[src/rtl/kahs_pkg.sv]
package kahs_pkg;

  // averaging window
  localparam int WINDOW_LENGTH = 10;
  localparam int SAMPLE_BITS   = 10;
  localparam int PTR_W         = $clog2(WINDOW_LENGTH);
  localparam int SUM_W         = SAMPLE_BITS + $clog2(WINDOW_LENGTH);

  // average by reciprocal multiply: floor(sum * recip / 2^shift) == floor(sum / length)
  localparam int AVG_SHIFT   = SUM_W + $clog2(WINDOW_LENGTH);
  localparam int AVG_RECIP_W = SUM_W + 1;
  localparam logic [AVG_RECIP_W-1:0] AVG_RECIP =
    AVG_RECIP_W'((2 ** AVG_SHIFT + WINDOW_LENGTH - 1) / WINDOW_LENGTH);
  localparam int AVG_PROD_W  = SUM_W + AVG_RECIP_W;

  // field widths
  localparam int KNOB_W     = 10;
  localparam int OUT_W      = 16;
  localparam int LEVEL_W    = 10;
  localparam int BYTE_W     = 8;
  localparam int BYTE_SHIFT = 2;

  // hysteresis and clamp compare widths
  localparam int CMP_W  = (SAMPLE_BITS > KNOB_W) ? SAMPLE_BITS : KNOB_W;
  localparam int HYST_W = CMP_W + 2;

  // scaling arithmetic
  localparam int SCL_W     = OUT_W + 1;
  localparam int DEN_W     = KNOB_W;
  localparam int QUOT_W    = OUT_W + 1;
  localparam int P_LO_W    = SCL_W + DEN_W + 1;
  localparam int P_N_W     = SCL_W + DEN_W + 2;
  localparam int NUM_W     = P_N_W + 1;
  localparam int DIV_CNT_W = $clog2(QUOT_W + 1);

  // configuration port
  localparam int CFG_IDX_W  = 3;
  localparam int CFG_DATA_W = 16;

  typedef enum logic [CFG_IDX_W-1:0] {
    REG_HYST_BAND,
    REG_KNOB_LOW,
    REG_KNOB_HIGH,
    REG_SIGNED_OUT_LOW,
    REG_SIGNED_OUT_HIGH,
    REG_UNSIGNED_OUT_LOW,
    REG_UNSIGNED_OUT_HIGH
  } cfg_reg_t;

endpackage

[src/rtl/kahs_window.sv]
module kahs_window import kahs_pkg::*; (
  input  logic                   clk,
  input  logic                   rst,
  input  logic                   start,
  input  logic [SAMPLE_BITS-1:0] sample,
  output logic                   done,
  output logic [SUM_W-1:0]       sum
);

  logic [SAMPLE_BITS-1:0]   mem [WINDOW_LENGTH];
  logic [WINDOW_LENGTH-1:0] filled;
  logic [SAMPLE_BITS-1:0]   rd_data;
  logic [SAMPLE_BITS-1:0]   sample_hold;
  logic [PTR_W-1:0]         ptr;
  logic                     update;
  logic [SAMPLE_BITS-1:0]   oldest;
  logic [SUM_W-1:0]         sum_next;

  // an entry never written reads as zero
  assign oldest   = filled[ptr] ? rd_data : '0;
  assign sum_next = sum - SUM_W'(oldest) + SUM_W'(sample_hold);

  // window store: read oldest on start, overwrite it in the following cycle
  always_ff @(posedge clk) begin
    if (start) begin
      rd_data     <= mem[ptr];
      sample_hold <= sample;
    end
    if (update) begin
      mem[ptr] <= sample_hold;
    end
  end

  // pointer, running sum and fill bits
  always_ff @(posedge clk) begin
    if (rst) begin
      filled <= '0;
      ptr    <= '0;
      sum    <= '0;
      update <= 1'b0;
      done   <= 1'b0;
    end else begin
      update <= start;
      done   <= update;
      if (update) begin
        sum         <= sum_next;
        filled[ptr] <= 1'b1;
        ptr         <= (ptr == PTR_W'(WINDOW_LENGTH - 1)) ? '0 : ptr + 1'b1;
      end
    end
  end

endmodule

[src/rtl/kahs_div.sv]
module kahs_div import kahs_pkg::*; (
  input  logic                    clk,
  input  logic                    rst,
  input  logic                    start,
  input  logic signed [NUM_W-1:0] dividend,
  input  logic [DEN_W-1:0]        divisor,
  output logic                    done,
  output logic signed [QUOT_W:0]  quotient
);

  logic                 busy;
  logic [DIV_CNT_W-1:0] cnt;
  logic                 neg;
  logic [DEN_W-1:0]     rem;
  logic [DEN_W-1:0]     den;
  logic [QUOT_W-1:0]    acc;
  logic [NUM_W-1:0]     mag_in;
  logic [DEN_W:0]       trial;
  logic [DEN_W:0]       diff;
  logic                 fits;

  // magnitude of the dividend, the sign is put back at the end
  assign mag_in = dividend[NUM_W-1] ? NUM_W'(-dividend) : NUM_W'(dividend);

  // one restoring step a cycle
  assign trial = {rem, acc[QUOT_W-1]};
  assign diff  = trial - {1'b0, den};
  assign fits  = (trial >= {1'b0, den});

  // quotient truncated toward zero
  assign quotient = neg ? -$signed({1'b0, acc}) : $signed({1'b0, acc});

  // datapath: upper dividend bits are below the divisor, so only quotient bits remain
  always_ff @(posedge clk) begin
    if (start) begin
      neg <= dividend[NUM_W-1];
      rem <= mag_in[QUOT_W +: DEN_W];
      acc <= mag_in[QUOT_W-1:0];
      den <= divisor;
    end else if (busy) begin
      rem <= fits ? diff[DEN_W-1:0] : trial[DEN_W-1:0];
      acc <= {acc[QUOT_W-2:0], fits};
    end
  end

  // step counter
  always_ff @(posedge clk) begin
    if (rst) begin
      busy <= 1'b0;
      cnt  <= '0;
      done <= 1'b0;
    end else begin
      done <= !start && busy && (cnt == DIV_CNT_W'(1));
      if (start) begin
        busy <= 1'b1;
        cnt  <= DIV_CNT_W'(QUOT_W);
      end else if (busy) begin
        cnt <= cnt - 1'b1;
        if (cnt == DIV_CNT_W'(1)) begin
          busy <= 1'b0;
        end
      end
    end
  end

endmodule

[src/rtl/knob_average_hysteresis_scale.sv]
// Knob averaging with directional hysteresis and linear output scaling.
// Input channel: one raw sample per item on in_valid/in_stall. Output
// channel: one result item per input item on out_valid/out_stall, carrying
// the held level, the level shifted right by two, and the level clamped to
// the knob range and mapped onto a signed and an unsigned output range.
// An item passes from acceptance to the result register through the window
// memory read-modify-write and the average multiply, the hysteresis, the
// scaling products and the numerators, the two serial dividers (a load, then
// one quotient bit a cycle, 17 bits) and the sequencer's output state. One
// item is worked on at a time and the next is accepted in the idle state that
// follows. in_stall is high while an item is in flight; the next item is
// accepted while a finished result still waits in the output register. If the
// receiver holds out_stall, the result holds and the following item stops
// just before loading its result.
// Reset (rst, synchronous) clears the window, running sum, held level and
// direction (rising), and loads the register defaults. Registers are written
// through write_enable/reg_index/write_data; the user must do so only while
// the block is idle, which the block itself does not enforce.
module knob_average_hysteresis_scale import kahs_pkg::*; (
  input  logic                    clk,
  input  logic                    rst,
  input  logic                    write_enable,
  input  logic [CFG_IDX_W-1:0]    reg_index,
  input  logic [CFG_DATA_W-1:0]   write_data,
  input  logic                    in_valid,
  output logic                    in_stall,
  input  logic [SAMPLE_BITS-1:0]  sample,
  output logic                    out_valid,
  input  logic                    out_stall,
  output logic [LEVEL_W-1:0]      level,
  output logic [BYTE_W-1:0]       level_byte,
  output logic signed [OUT_W-1:0] scaled_signed,
  output logic [OUT_W-1:0]        scaled_unsigned,
  output logic                    changed
);

  typedef enum logic [2:0] {
    S_IDLE,
    S_WIN,
    S_HYST,
    S_PROD,
    S_NUM,
    S_DIV,
    S_OUT
  } state_t;

  state_t state;

  // configuration registers
  logic [KNOB_W-1:0]       hysteresis_band;
  logic [KNOB_W-1:0]       knob_low;
  logic [KNOB_W-1:0]       knob_high;
  logic signed [OUT_W-1:0] signed_out_low;
  logic signed [OUT_W-1:0] signed_out_high;
  logic [OUT_W-1:0]        unsigned_out_low;
  logic [OUT_W-1:0]        unsigned_out_high;

  // item state
  logic [SAMPLE_BITS-1:0]  held_level;
  logic                    falling_mode;
  logic                    changed_r;
  logic [AVG_PROD_W-1:0]   avg_prod;
  logic                    span_zero;
  logic                    span_inv;
  logic signed [P_LO_W-1:0] ps_lo;
  logic signed [P_N_W-1:0]  ps_n;
  logic signed [P_LO_W-1:0] pu_lo;
  logic signed [P_N_W-1:0]  pu_n;
  logic signed [NUM_W-1:0]  num_s;
  logic signed [NUM_W-1:0]  num_u;
  logic [DEN_W-1:0]         den;
  logic                     div_start;

  // submodule connections
  logic                     in_accept;
  logic                     win_done;
  logic [SUM_W-1:0]         win_sum;
  logic                     div_s_done;
  logic                     div_u_done;
  logic signed [QUOT_W:0]   quot_s;
  logic signed [QUOT_W:0]   quot_u;

  // hysteresis signals
  logic [SAMPLE_BITS-1:0]   avg;
  logic signed [HYST_W-1:0] avg_x;
  logic signed [HYST_W-1:0] cur_x;
  logic signed [HYST_W-1:0] band_x;
  logic [SAMPLE_BITS-1:0]   held_next;
  logic                     falling_next;
  logic                     changed_next;

  // clamp and scaling signals
  logic [CMP_W-1:0]         lvl_c;
  logic [CMP_W-1:0]         lvl_lo;
  logic [CMP_W-1:0]         lvl_cl;
  logic [DEN_W-1:0]         n_off;
  logic [DEN_W-1:0]         d_span;
  logic signed [SCL_W-1:0]  s_lo;
  logic signed [SCL_W-1:0]  s_hi;
  logic signed [SCL_W-1:0]  u_lo;
  logic signed [SCL_W-1:0]  u_hi;
  logic signed [SCL_W:0]    s_delta;
  logic signed [SCL_W:0]    u_delta;
  logic signed [DEN_W:0]    d_x;
  logic signed [DEN_W:0]    n_x;
  logic                     out_free;
  logic                     out_load;

  assign in_stall  = (state != S_IDLE);
  assign in_accept = in_valid && !in_stall;
  assign out_free  = !out_valid || !out_stall;
  assign out_load  = (state == S_OUT) && out_free;

  kahs_window u_window (
    .clk    (clk),
    .rst    (rst),
    .start  (in_accept),
    .sample (sample),
    .done   (win_done),
    .sum    (win_sum)
  );

  kahs_div u_div_signed (
    .clk      (clk),
    .rst      (rst),
    .start    (div_start),
    .dividend (num_s),
    .divisor  (den),
    .done     (div_s_done),
    .quotient (quot_s)
  );

  kahs_div u_div_unsigned (
    .clk      (clk),
    .rst      (rst),
    .start    (div_start),
    .dividend (num_u),
    .divisor  (den),
    .done     (div_u_done),
    .quotient (quot_u)
  );

  // direction hysteresis on the window average
  always_comb begin
    avg          = avg_prod[AVG_SHIFT +: SAMPLE_BITS];
    avg_x        = $signed(HYST_W'(avg));
    cur_x        = $signed(HYST_W'(held_level));
    band_x       = $signed(HYST_W'(hysteresis_band));
    held_next    = held_level;
    falling_next = falling_mode;
    changed_next = 1'b0;
    if (!falling_mode) begin
      if (avg_x > cur_x) begin
        held_next    = avg;
        changed_next = 1'b1;
      end else if (avg_x < cur_x - band_x) begin
        held_next    = avg;
        falling_next = 1'b1;
        changed_next = 1'b1;
      end
    end else begin
      if (avg_x < cur_x) begin
        held_next    = avg;
        changed_next = 1'b1;
      end else if (avg_x > cur_x + band_x) begin
        held_next    = avg;
        falling_next = 1'b0;
        changed_next = 1'b1;
      end
    end
  end

  // clamp into the knob range, offsets for the normal (non-empty) range
  always_comb begin
    lvl_c   = CMP_W'(held_level);
    lvl_lo  = (lvl_c < CMP_W'(knob_low)) ? CMP_W'(knob_low) : lvl_c;
    lvl_cl  = (lvl_lo > CMP_W'(knob_high)) ? CMP_W'(knob_high) : lvl_lo;
    n_off   = DEN_W'(lvl_cl - CMP_W'(knob_low));
    d_span  = knob_high - knob_low;
    d_x     = $signed({1'b0, d_span});
    n_x     = $signed({1'b0, n_off});
    s_lo    = SCL_W'(signed_out_low);
    s_hi    = SCL_W'(signed_out_high);
    u_lo    = $signed({1'b0, unsigned_out_low});
    u_hi    = $signed({1'b0, unsigned_out_high});
    s_delta = (SCL_W+1)'(s_hi) - (SCL_W+1)'(s_lo);
    u_delta = (SCL_W+1)'(u_hi) - (SCL_W+1)'(u_lo);
  end

  // configuration writes
  always_ff @(posedge clk) begin
    if (rst) begin
      hysteresis_band   <= '0;
      knob_low          <= '0;
      knob_high         <= KNOB_W'(1023);
      signed_out_low    <= '0;
      signed_out_high   <= OUT_W'(1023);
      unsigned_out_low  <= '0;
      unsigned_out_high <= OUT_W'(1023);
    end else if (write_enable) begin
      unique case (reg_index)
        REG_HYST_BAND:         hysteresis_band   <= write_data[KNOB_W-1:0];
        REG_KNOB_LOW:          knob_low          <= write_data[KNOB_W-1:0];
        REG_KNOB_HIGH:         knob_high         <= write_data[KNOB_W-1:0];
        REG_SIGNED_OUT_LOW:    signed_out_low    <= $signed(write_data[OUT_W-1:0]);
        REG_SIGNED_OUT_HIGH:   signed_out_high   <= $signed(write_data[OUT_W-1:0]);
        REG_UNSIGNED_OUT_LOW:  unsigned_out_low  <= write_data[OUT_W-1:0];
        REG_UNSIGNED_OUT_HIGH: unsigned_out_high <= write_data[OUT_W-1:0];
        default: ;
      endcase
    end
  end

  // arithmetic stages, no reset needed
  always_ff @(posedge clk) begin
    if (state == S_WIN && win_done) begin
      avg_prod <= AVG_PROD_W'(win_sum * AVG_RECIP);
    end
    if (state == S_PROD) begin
      ps_lo     <= s_lo * d_x;
      ps_n      <= s_delta * n_x;
      pu_lo     <= u_lo * d_x;
      pu_n      <= u_delta * n_x;
      den       <= d_span;
      span_zero <= (knob_high == knob_low);
      span_inv  <= (knob_high < knob_low);
    end
    if (state == S_NUM) begin
      num_s <= NUM_W'(ps_lo) + NUM_W'(ps_n);
      num_u <= NUM_W'(pu_lo) + NUM_W'(pu_n);
    end
  end

  // sequencer, held level and result register
  always_ff @(posedge clk) begin
    if (rst) begin
      state        <= S_IDLE;
      held_level   <= '0;
      falling_mode <= 1'b0;
      changed_r    <= 1'b0;
      div_start    <= 1'b0;
      out_valid    <= 1'b0;
    end else begin
      div_start <= (state == S_NUM);
      if (out_load) begin
        out_valid <= 1'b1;
      end else if (out_valid && !out_stall) begin
        out_valid <= 1'b0;
      end
      unique case (state)
        S_IDLE: begin
          if (in_accept) begin
            state <= S_WIN;
          end
        end
        S_WIN: begin
          if (win_done) begin
            state <= S_HYST;
          end
        end
        S_HYST: begin
          held_level   <= held_next;
          falling_mode <= falling_next;
          changed_r    <= changed_next;
          state        <= S_PROD;
        end
        S_PROD: begin
          state <= S_NUM;
        end
        S_NUM: begin
          state <= S_DIV;
        end
        S_DIV: begin
          if (div_s_done && div_u_done) begin
            state <= S_OUT;
          end
        end
        S_OUT: begin
          if (out_load) begin
            level           <= LEVEL_W'(held_level);
            level_byte      <= BYTE_W'(held_level >> BYTE_SHIFT);
            changed         <= changed_r;
            scaled_signed   <= span_zero ? signed_out_low :
                               span_inv  ? signed_out_high : quot_s[OUT_W-1:0];
            scaled_unsigned <= span_zero ? unsigned_out_low :
                               span_inv  ? unsigned_out_high : quot_u[OUT_W-1:0];
            state           <= S_IDLE;
          end
        end
        default: state <= S_IDLE;
      endcase
    end
  end

endmodule

[config.mk]
export PLATFORM = sky130hd
export DESIGN_NAME = knob_average_hysteresis_scale
export DESIGN_NICKNAME = d
export VERILOG_FILES = /design/src/rtl/kahs_pkg.sv /design/src/rtl/kahs_window.sv /design/src/rtl/kahs_div.sv /design/src/rtl/knob_average_hysteresis_scale.sv
export SDC_FILE = /design/constraint.sdc
export NUM_CORES = 2
export LEC_CHECK = 0
export ABC_AREA = 1
export BUFFER_PORTS_ARGS = -buffer_cell sky130_fd_sc_hd__buf_2
export CORE_MARGIN = 1.5
export CORE_UTILIZATION = 25
export DETAILED_ROUTE_END_ITERATION = 6
export SLEW_MARGIN = 15
export SYNTH_ARGS = -nofsm -noshare
export SYNTH_HDL_FRONTEND = slang
export SYNTH_SLANG_ARGS = --single-unit
export TNS_END_PERCENT = 5
[constraint.sdc]
create_clock -name clk -period 18.2 [get_ports clk]
set_input_delay 0 -clock clk [delete_from_list [all_inputs] [get_ports clk]]
set_output_delay 0 -clock clk [all_outputs]
set_load 0.01 [all_outputs]
# ---- Yosys cells after proc, flatten, opt, wreduce, memory -nomap -nowiden
# Memories as Yosys holds them, arrays and structs flattened. A register that Yosys moved wholly into a read port is not among the register bits.
# Index checks and enable logic that the tools add are counted.
# W data, S select, Z words.
dict set report totals {
  ff_bits 491
  mem_bits_rw 100
  input_bits 34
  out_inout_bits 53
  word_cells 200
  n_memories 1
}
dict set report op_classes {
  n_addsub 19
  n_mul 5
  n_lt_le_gt_ge 11
  eq_ne 21
  muxes 59
  n_bitwise 2
  n_reduce_logical 33
}
# name words width read_ports rd_clocked_by_memory_dff wr line
set memory_table {}
lappend memory_table {u_window.mem 10 10 1 1 1 kahs_window.sv:10} ;# logic [SAMPLE_BITS-1:0] mem [WINDOW_LENGTH];
# operator n
set ops {}
lappend ops {{$mux W10} 14}
lappend ops {{$mux W16} 6}
lappend ops {{$mux W17} 4}
lappend ops {{$add A27 B28 Y29} 2}
lappend ops {{$mul A17 B11 Y28} 2}
lappend ops {{$mux W27} 2}
lappend ops {{$neg A27 Y27} 2}
lappend ops {{$sub A10 B10 Y10} 4}
lappend ops {{$sub A16 B16 Y17} 2}
lappend ops {{$neg A16 Y16} 2}
lappend ops {{$lt A10 B10 Y1} 3}
lappend ops {{$mul A14 B15 Y28 const B} 1}
lappend ops {{$mul A16 B11 Y27} 1}
lappend ops {{$mul A16 B10 Y26} 1}
lappend ops {{$ge A11 B10 Y1} 2}
lappend ops {{$mux W1} 21}
lappend ops {{$pmux W3 S7} 1}
lappend ops {{$gt A10 B10 Y1} 2}
lappend ops {{$mux W5} 4}
lappend ops {{$eq A3 B3 Y1 const B} 6}
lappend ops {{$add A14 B10 Y14} 1}
lappend ops {{$reduce_and A2 Y1} 7}
lappend ops {{$sub A14 B10 Y14} 1}
lappend ops {{$eq A3 B2 Y1 const B} 4}
lappend ops {{30 further kinds} 55}

# ---- Logic depth before layout (Yosys ltp)
dict set report depth {
  word_depth 6
  ltp_mapped 55
  mapped_depth_nobuf 51
}

# ---- Hierarchy
# A second synthesis with hierarchy kept.
dict set report hier_totals {
  cells_unflattened 7078
  hier_area_um2 60454.2
}
# mod n_inst cells_per_inst area_each_um2 seq_area_each_um2
set modules_own_cells {}
lappend modules_own_cells {knob_average_hysteresis_scale 1 5454 46344.4 9188.8}
lappend modules_own_cells {kahs_div 2 499 3658.5 1281.2}
lappend modules_own_cells {kahs_window 1 626 6792.8 4204.0}

# ---- Worst setup path after synthesis
# No wires, ideal clock.
dict set report synth_path {
  kind {flip-flop to flip-flop}
  startpoint {register state[0]}
  endpoint {register den[0] (enable)}
  setup_time_ns 0.753
  arrival_time_ns 8.748
  required_ns 17.447
  slack_ns 8.700
  path_stages_with_launch 3
  path_buffers 0
  synth_period_minus_slack_ns 9.500
  path_cell_list {dfxtp_1 -> inv_1 -> nor3_1}
}
dict set report synth_via {
  elab_chain_cells 1
}
# element line
set synth_lines {}
lappend synth_lines {{start, declared} knob_average_hysteresis_scale.sv:47} ;# state_t state;
lappend synth_lines {{start signal, assigned} knob_average_hysteresis_scale.sv:237} ;# state <= S_IDLE;
lappend synth_lines {{start signal, assigned} knob_average_hysteresis_scale.sv:253} ;# state <= S_WIN;
lappend synth_lines {{start signal, assigned} knob_average_hysteresis_scale.sv:258} ;# state <= S_HYST;
lappend synth_lines {{$eq A3 B2 Y1} knob_average_hysteresis_scale.sv:219} ;# if (state == S_PROD) begin
lappend synth_lines {{end signal, assigned} knob_average_hysteresis_scale.sv:224} ;# den <= d_span;
lappend synth_lines {{end, declared} knob_average_hysteresis_scale.sv:71} ;# logic [DEN_W-1:0] den;
# Every way passes these cells.
# A chain may end at the register's enable or synchronous reset.

# ---- Worst setup path after layout
dict set report layout_path {
  startpoint {register knob_low[9]}
  endpoint {register, netlist name ps_n[27]}
}
dict set report layout_via {
  elab_chain_cells 6
}
# element line
set layout_lines {}
lappend layout_lines {{start, declared} knob_average_hysteresis_scale.sv:51} ;# logic [KNOB_W-1:0] knob_low;
lappend layout_lines {{start signal, assigned} knob_average_hysteresis_scale.sv:203} ;# REG_KNOB_LOW: knob_low <= write_data[KNOB_W-1:0];
lappend layout_lines {{$lt A10 B10 Y1} knob_average_hysteresis_scale.sv:176} ;# lvl_lo = (lvl_c < CMP_W'(knob_low)) ? CMP_W'(knob_low) : lvl_c;
lappend layout_lines {{$mux W10} knob_average_hysteresis_scale.sv:176}
lappend layout_lines {{$gt A10 B10 Y1} knob_average_hysteresis_scale.sv:177} ;# lvl_cl = (lvl_lo > CMP_W'(knob_high)) ? CMP_W'(knob_high) : lvl_lo;
lappend layout_lines {{$mux W10} knob_average_hysteresis_scale.sv:177}
lappend layout_lines {{$sub A10 B10 Y10 *} knob_average_hysteresis_scale.sv:178} ;# n_off = DEN_W'(lvl_cl - CMP_W'(knob_low));
lappend layout_lines {{$mul A17 B11 Y28 *} knob_average_hysteresis_scale.sv:221} ;# ps_n <= s_delta * n_x;
# Every way passes the cells marked *; elsewhere a longest branch is shown, timed or not.

==> reports/summary.log <==
qor: outcome.run_status complete, no violations
qor: worst_setup_path.criticalPathCategory register to register
qor: synth.synth_nets 8,048
qor: layout.nets 8,130
qor: worst_setup_path.timing.critical_path.mode_cell nand2_1
qor: layout.layout-drive-gt1-share 5.14%
qor: worst_setup_path.reg2regPathDepth 41
qor: worst_setup_path.timing.critical_path.to ps_n[27]
qor: timing.slew_headroom 19.9%
qor: worst_setup_path.slowest_stage inv_1
qor: worst_setup_path.crit_path_start_kind register
qor: layout.final_cell_mix inv_1, nand2_1, nor2_1, fa_1, ha_1
qor: synth.synthArstFlopShare 0%
qor: cts.cts.sink_count 571
qor: detailed_routing.via_per_inst 4.65
qor: placed_design.post-dp-hpwl 142 mm
qor: synth.synth_xor_area_share 4.12%
qor: worst_setup_path.timing.reg2reg.setup_slack 7.99 ns
qor: synth.synth_sequential_area_ratio 26.6%
qor: synth.yosys.cell_types.count 60
qor: timing.max_clock_freq 98.0 MHz
qor: grt.groute.usage.overall 15.0%
qor: synth.synth.mux.area_fraction 0%
qor: timing.finalHoldViolations 0
qor: detailed_routing.drt_iter0_markers 3,597
qor: cts.cts-htree-levels 3
qor: grt.global_route.overflow_total 0
qor: layout.layout.cells.most_common inv_1
qor: timing.finalCriticalPeriod 10.21 ns
qor: worst_setup_path.crit_path_start knob_low[9]
qor: worst_setup_path.critical_path.max_fanout 23
qor: worst_setup_path.r2r_end ps_n[27]
qor: synth.synth_simple_gate_area_share 16.2%
qor: cts.holdBufCountCts 44
qor: synth.number_of_enable_flip_flop_cells_after_synthesis 416
qor: synth.synth_top_flop_cell edfxtp_1
qor: synth.synth_compound_gate_area_share 10.1%
qor: cts.cts_inserted_buffers 67
qor: layout.fin_util 28.1%
qor: run.cap_violations 0
qor: cts.worst_skew_pair.late_latency 0.68 ns
qor: synth.avgSynthCellArea 8.62 µm²
qor: timing.slew_violations 0
qor: layout.finish.instance_area 65,400 µm²
qor: timing.setup_tns 0 ns
qor: worst_setup_path.endpoint_kind register
qor: cts.worst_setup_hold_path_clk_slew 0.06 ns
qor: synth.ys_ff_latch 571
qor: placed_design.buffers_on_ports 86
qor: synth.syn_std_cell_area 58,700 µm²
qor: floorplan.total_die_area 238,000 µm²
qor: detailed_routing.first_pass_iters 6
qor: floorplan.core_area 233,000 µm²
qor: detailed_routing.number_of_drc_violations_after_detailed_routing 0
qor: floorplan.ioPinCount 87
qor: grt.grt_pass1_vias 48.3k
qor: cts.ctsLongestPathBuffers 3
qor: synth.combinational_family_with_the_most_area_after_synthesis adder cells
qor: cts.clock_tree_from_tritoncts built
qor: placed_design.gpl.final_weighted_congestion 0.968
qor: synth.yosysWarningCount 0
qor: detailed_routing.drt-total-wl 177 mm
qor: worst_setup_path.cp_data_arrival_time 10.61 ns
qor: grt.grt_antenna_before_repair 10
qor: timing.clock_skew 0.0398 ns
qor: min_path.min-delay-path-class primary input to register
qor: grt.first_pass_grt_wire_length 277 mm
qor: timing.final-setup-viol-count 0
qor: synth.synth_fa_ha_area_share 33.8%
qor: layout.area_growth 11.4%
qor: worst_setup_path.required 18.61 ns
qor: cts.clock-root-buffer clkbuf_16
qor: cts.number_of_buffers_added_for_setup_after_cts 0
qor: detailed_routing.drt.antenna.violating_nets 0
qor: timing.worst_slew_pin_slew 1.20 ns
qor: floorplan.placementRows 177
qor: floorplan.die_span_x 488 µm
qor: grt.grt_start_max_net_pins 88
qor: floorplan.floorplan.initialDensity 25.2%
qor: cts.cts_resized 0
qor: worst_setup_path.timing.critical_path.slowest_cell_delay 0.88 ns
qor: timing.grt_setup_unrepaired no
qor: worst_setup_path.crit-reg2reg-launch knob_low[9]
qor: detailed_routing.dr_total_vias 47.0k
qor: placed_design.detailed_place.area 62,700 µm²
qor: detailed_routing.routed_wire_per_std_cell 17.6 µm
qor: synth.synthCells 6,813
qor: floorplan.die_h 488 µm
qor: timing.period_share 56.1%
==> cells by family (layout without fill, tap and decap cells) <==
kind of cell,after synthesis,in the layout
buf+inv,1413,1546
compound gates,1065,1065
flops,571,571
fa+ha+maj,1201,1201
xor+xnor,270,270
other cells,0,13
simple gates,2293,2293
==> per-stage QoR <==
step / worst slack (ns) / hold WS (ns) / std cells
after floorplan: 8.70 / 0.0989 / 6813
after global placement: 8.00 / 0.177 / 9914
after detailed placement: 8.07 / 0.178 / 9914
after CTS: 8.06 / 0.000962 / 10078
after global routing: 7.08 / 0.0283 / 10080
final: 7.99 / 0.0578 / 10091
==> metal layers <==
| metal | up-vias | part of all wire (%) | GRT usage [%] |
|---|---|---|---|
| met5 | - | 0 | 0 |
| met4 | 0 | 3.3 | 5.15 |
| met3 | 274 | 6.0 | 2.21 |
| met2 | 1406 | 46 | 24.8 |
| met1 | 23168 | 44 | 19.8 |
| li1 | 22115 | - | - |
==> worst min-delay path by stage <==
stage               startpoint                      end  slack (ns)  cells after the start
floorplan            sample[0]  u_window.sample_hold[0]         0.1                      0
global placement     sample[0]  u_window.sample_hold[0]        0.18                      1
detailed placement   sample[1]  u_window.sample_hold[1]        0.18                      1
CTS                  sample[2]  u_window.sample_hold[2]       0.001                      2
global route         sample[2]  u_window.sample_hold[2]        0.03                      2
finish               sample[2]  u_window.sample_hold[2]        0.06                      2
==> registers in the layout (all words and copies together), names as in the netlist, 14 cells and up <==
register,cells
num_s,28
num_u,28
ps_lo,27
ps_n,28
pu_lo,26
pu_n,28
scaled_signed,16
scaled_unsigned,16
signed_out_high,16
signed_out_low,16
u_div_signed.acc,17
u_div_unsigned.acc,17
u_window.mem,100
u_window.sum,14
unsigned_out_high,16
unsigned_out_low,16
==> area by class of cell <==
type	count	area, µm²
diodes	13	32.5
clock buffers	82	1840
clock inverters	38	372
fillers	24954	168000
inverters	1255	4710
multi-input cells	4829	37800
flip-flops and latches	571	15600
well taps	3132	3920
repair buffers	171	1180
==> worst max-delay path: cells and delay by family, from the launching register on <==
| family | cells | cell delay [ns] |
|---|---|---|
| buf+inv | 5 | 1.13 |
| fa+ha+maj | 10 | 4.22 |
| flops | 1 | 0.36 |
| xor+xnor | 1 | 0.16 |
| simple gates | 21 | 3.63 |
| compound gates | 4 | 0.44 |
==> synth_stat cells (79+ instances only) <==
library cell,count,area (µm²)
a21oi_1,444,2220
clkbuf_1,106,398
dfxtp_1,155,3100
edfxtp_1,416,12500
fa_1,641,12800
ha_1,560,7010
inv_1,1210,4540
nand2_1,1113,4180
nand3_1,200,1000
nor2_1,692,2600
nor3_1,79,395
o21ai_0,368,1840
xnor2_1,97,850
xor2_1,166,1450
Power is left out: the tool's default activity adds up to more than one toggle a clock period on the data nets, which glitch-free logic cannot reach.
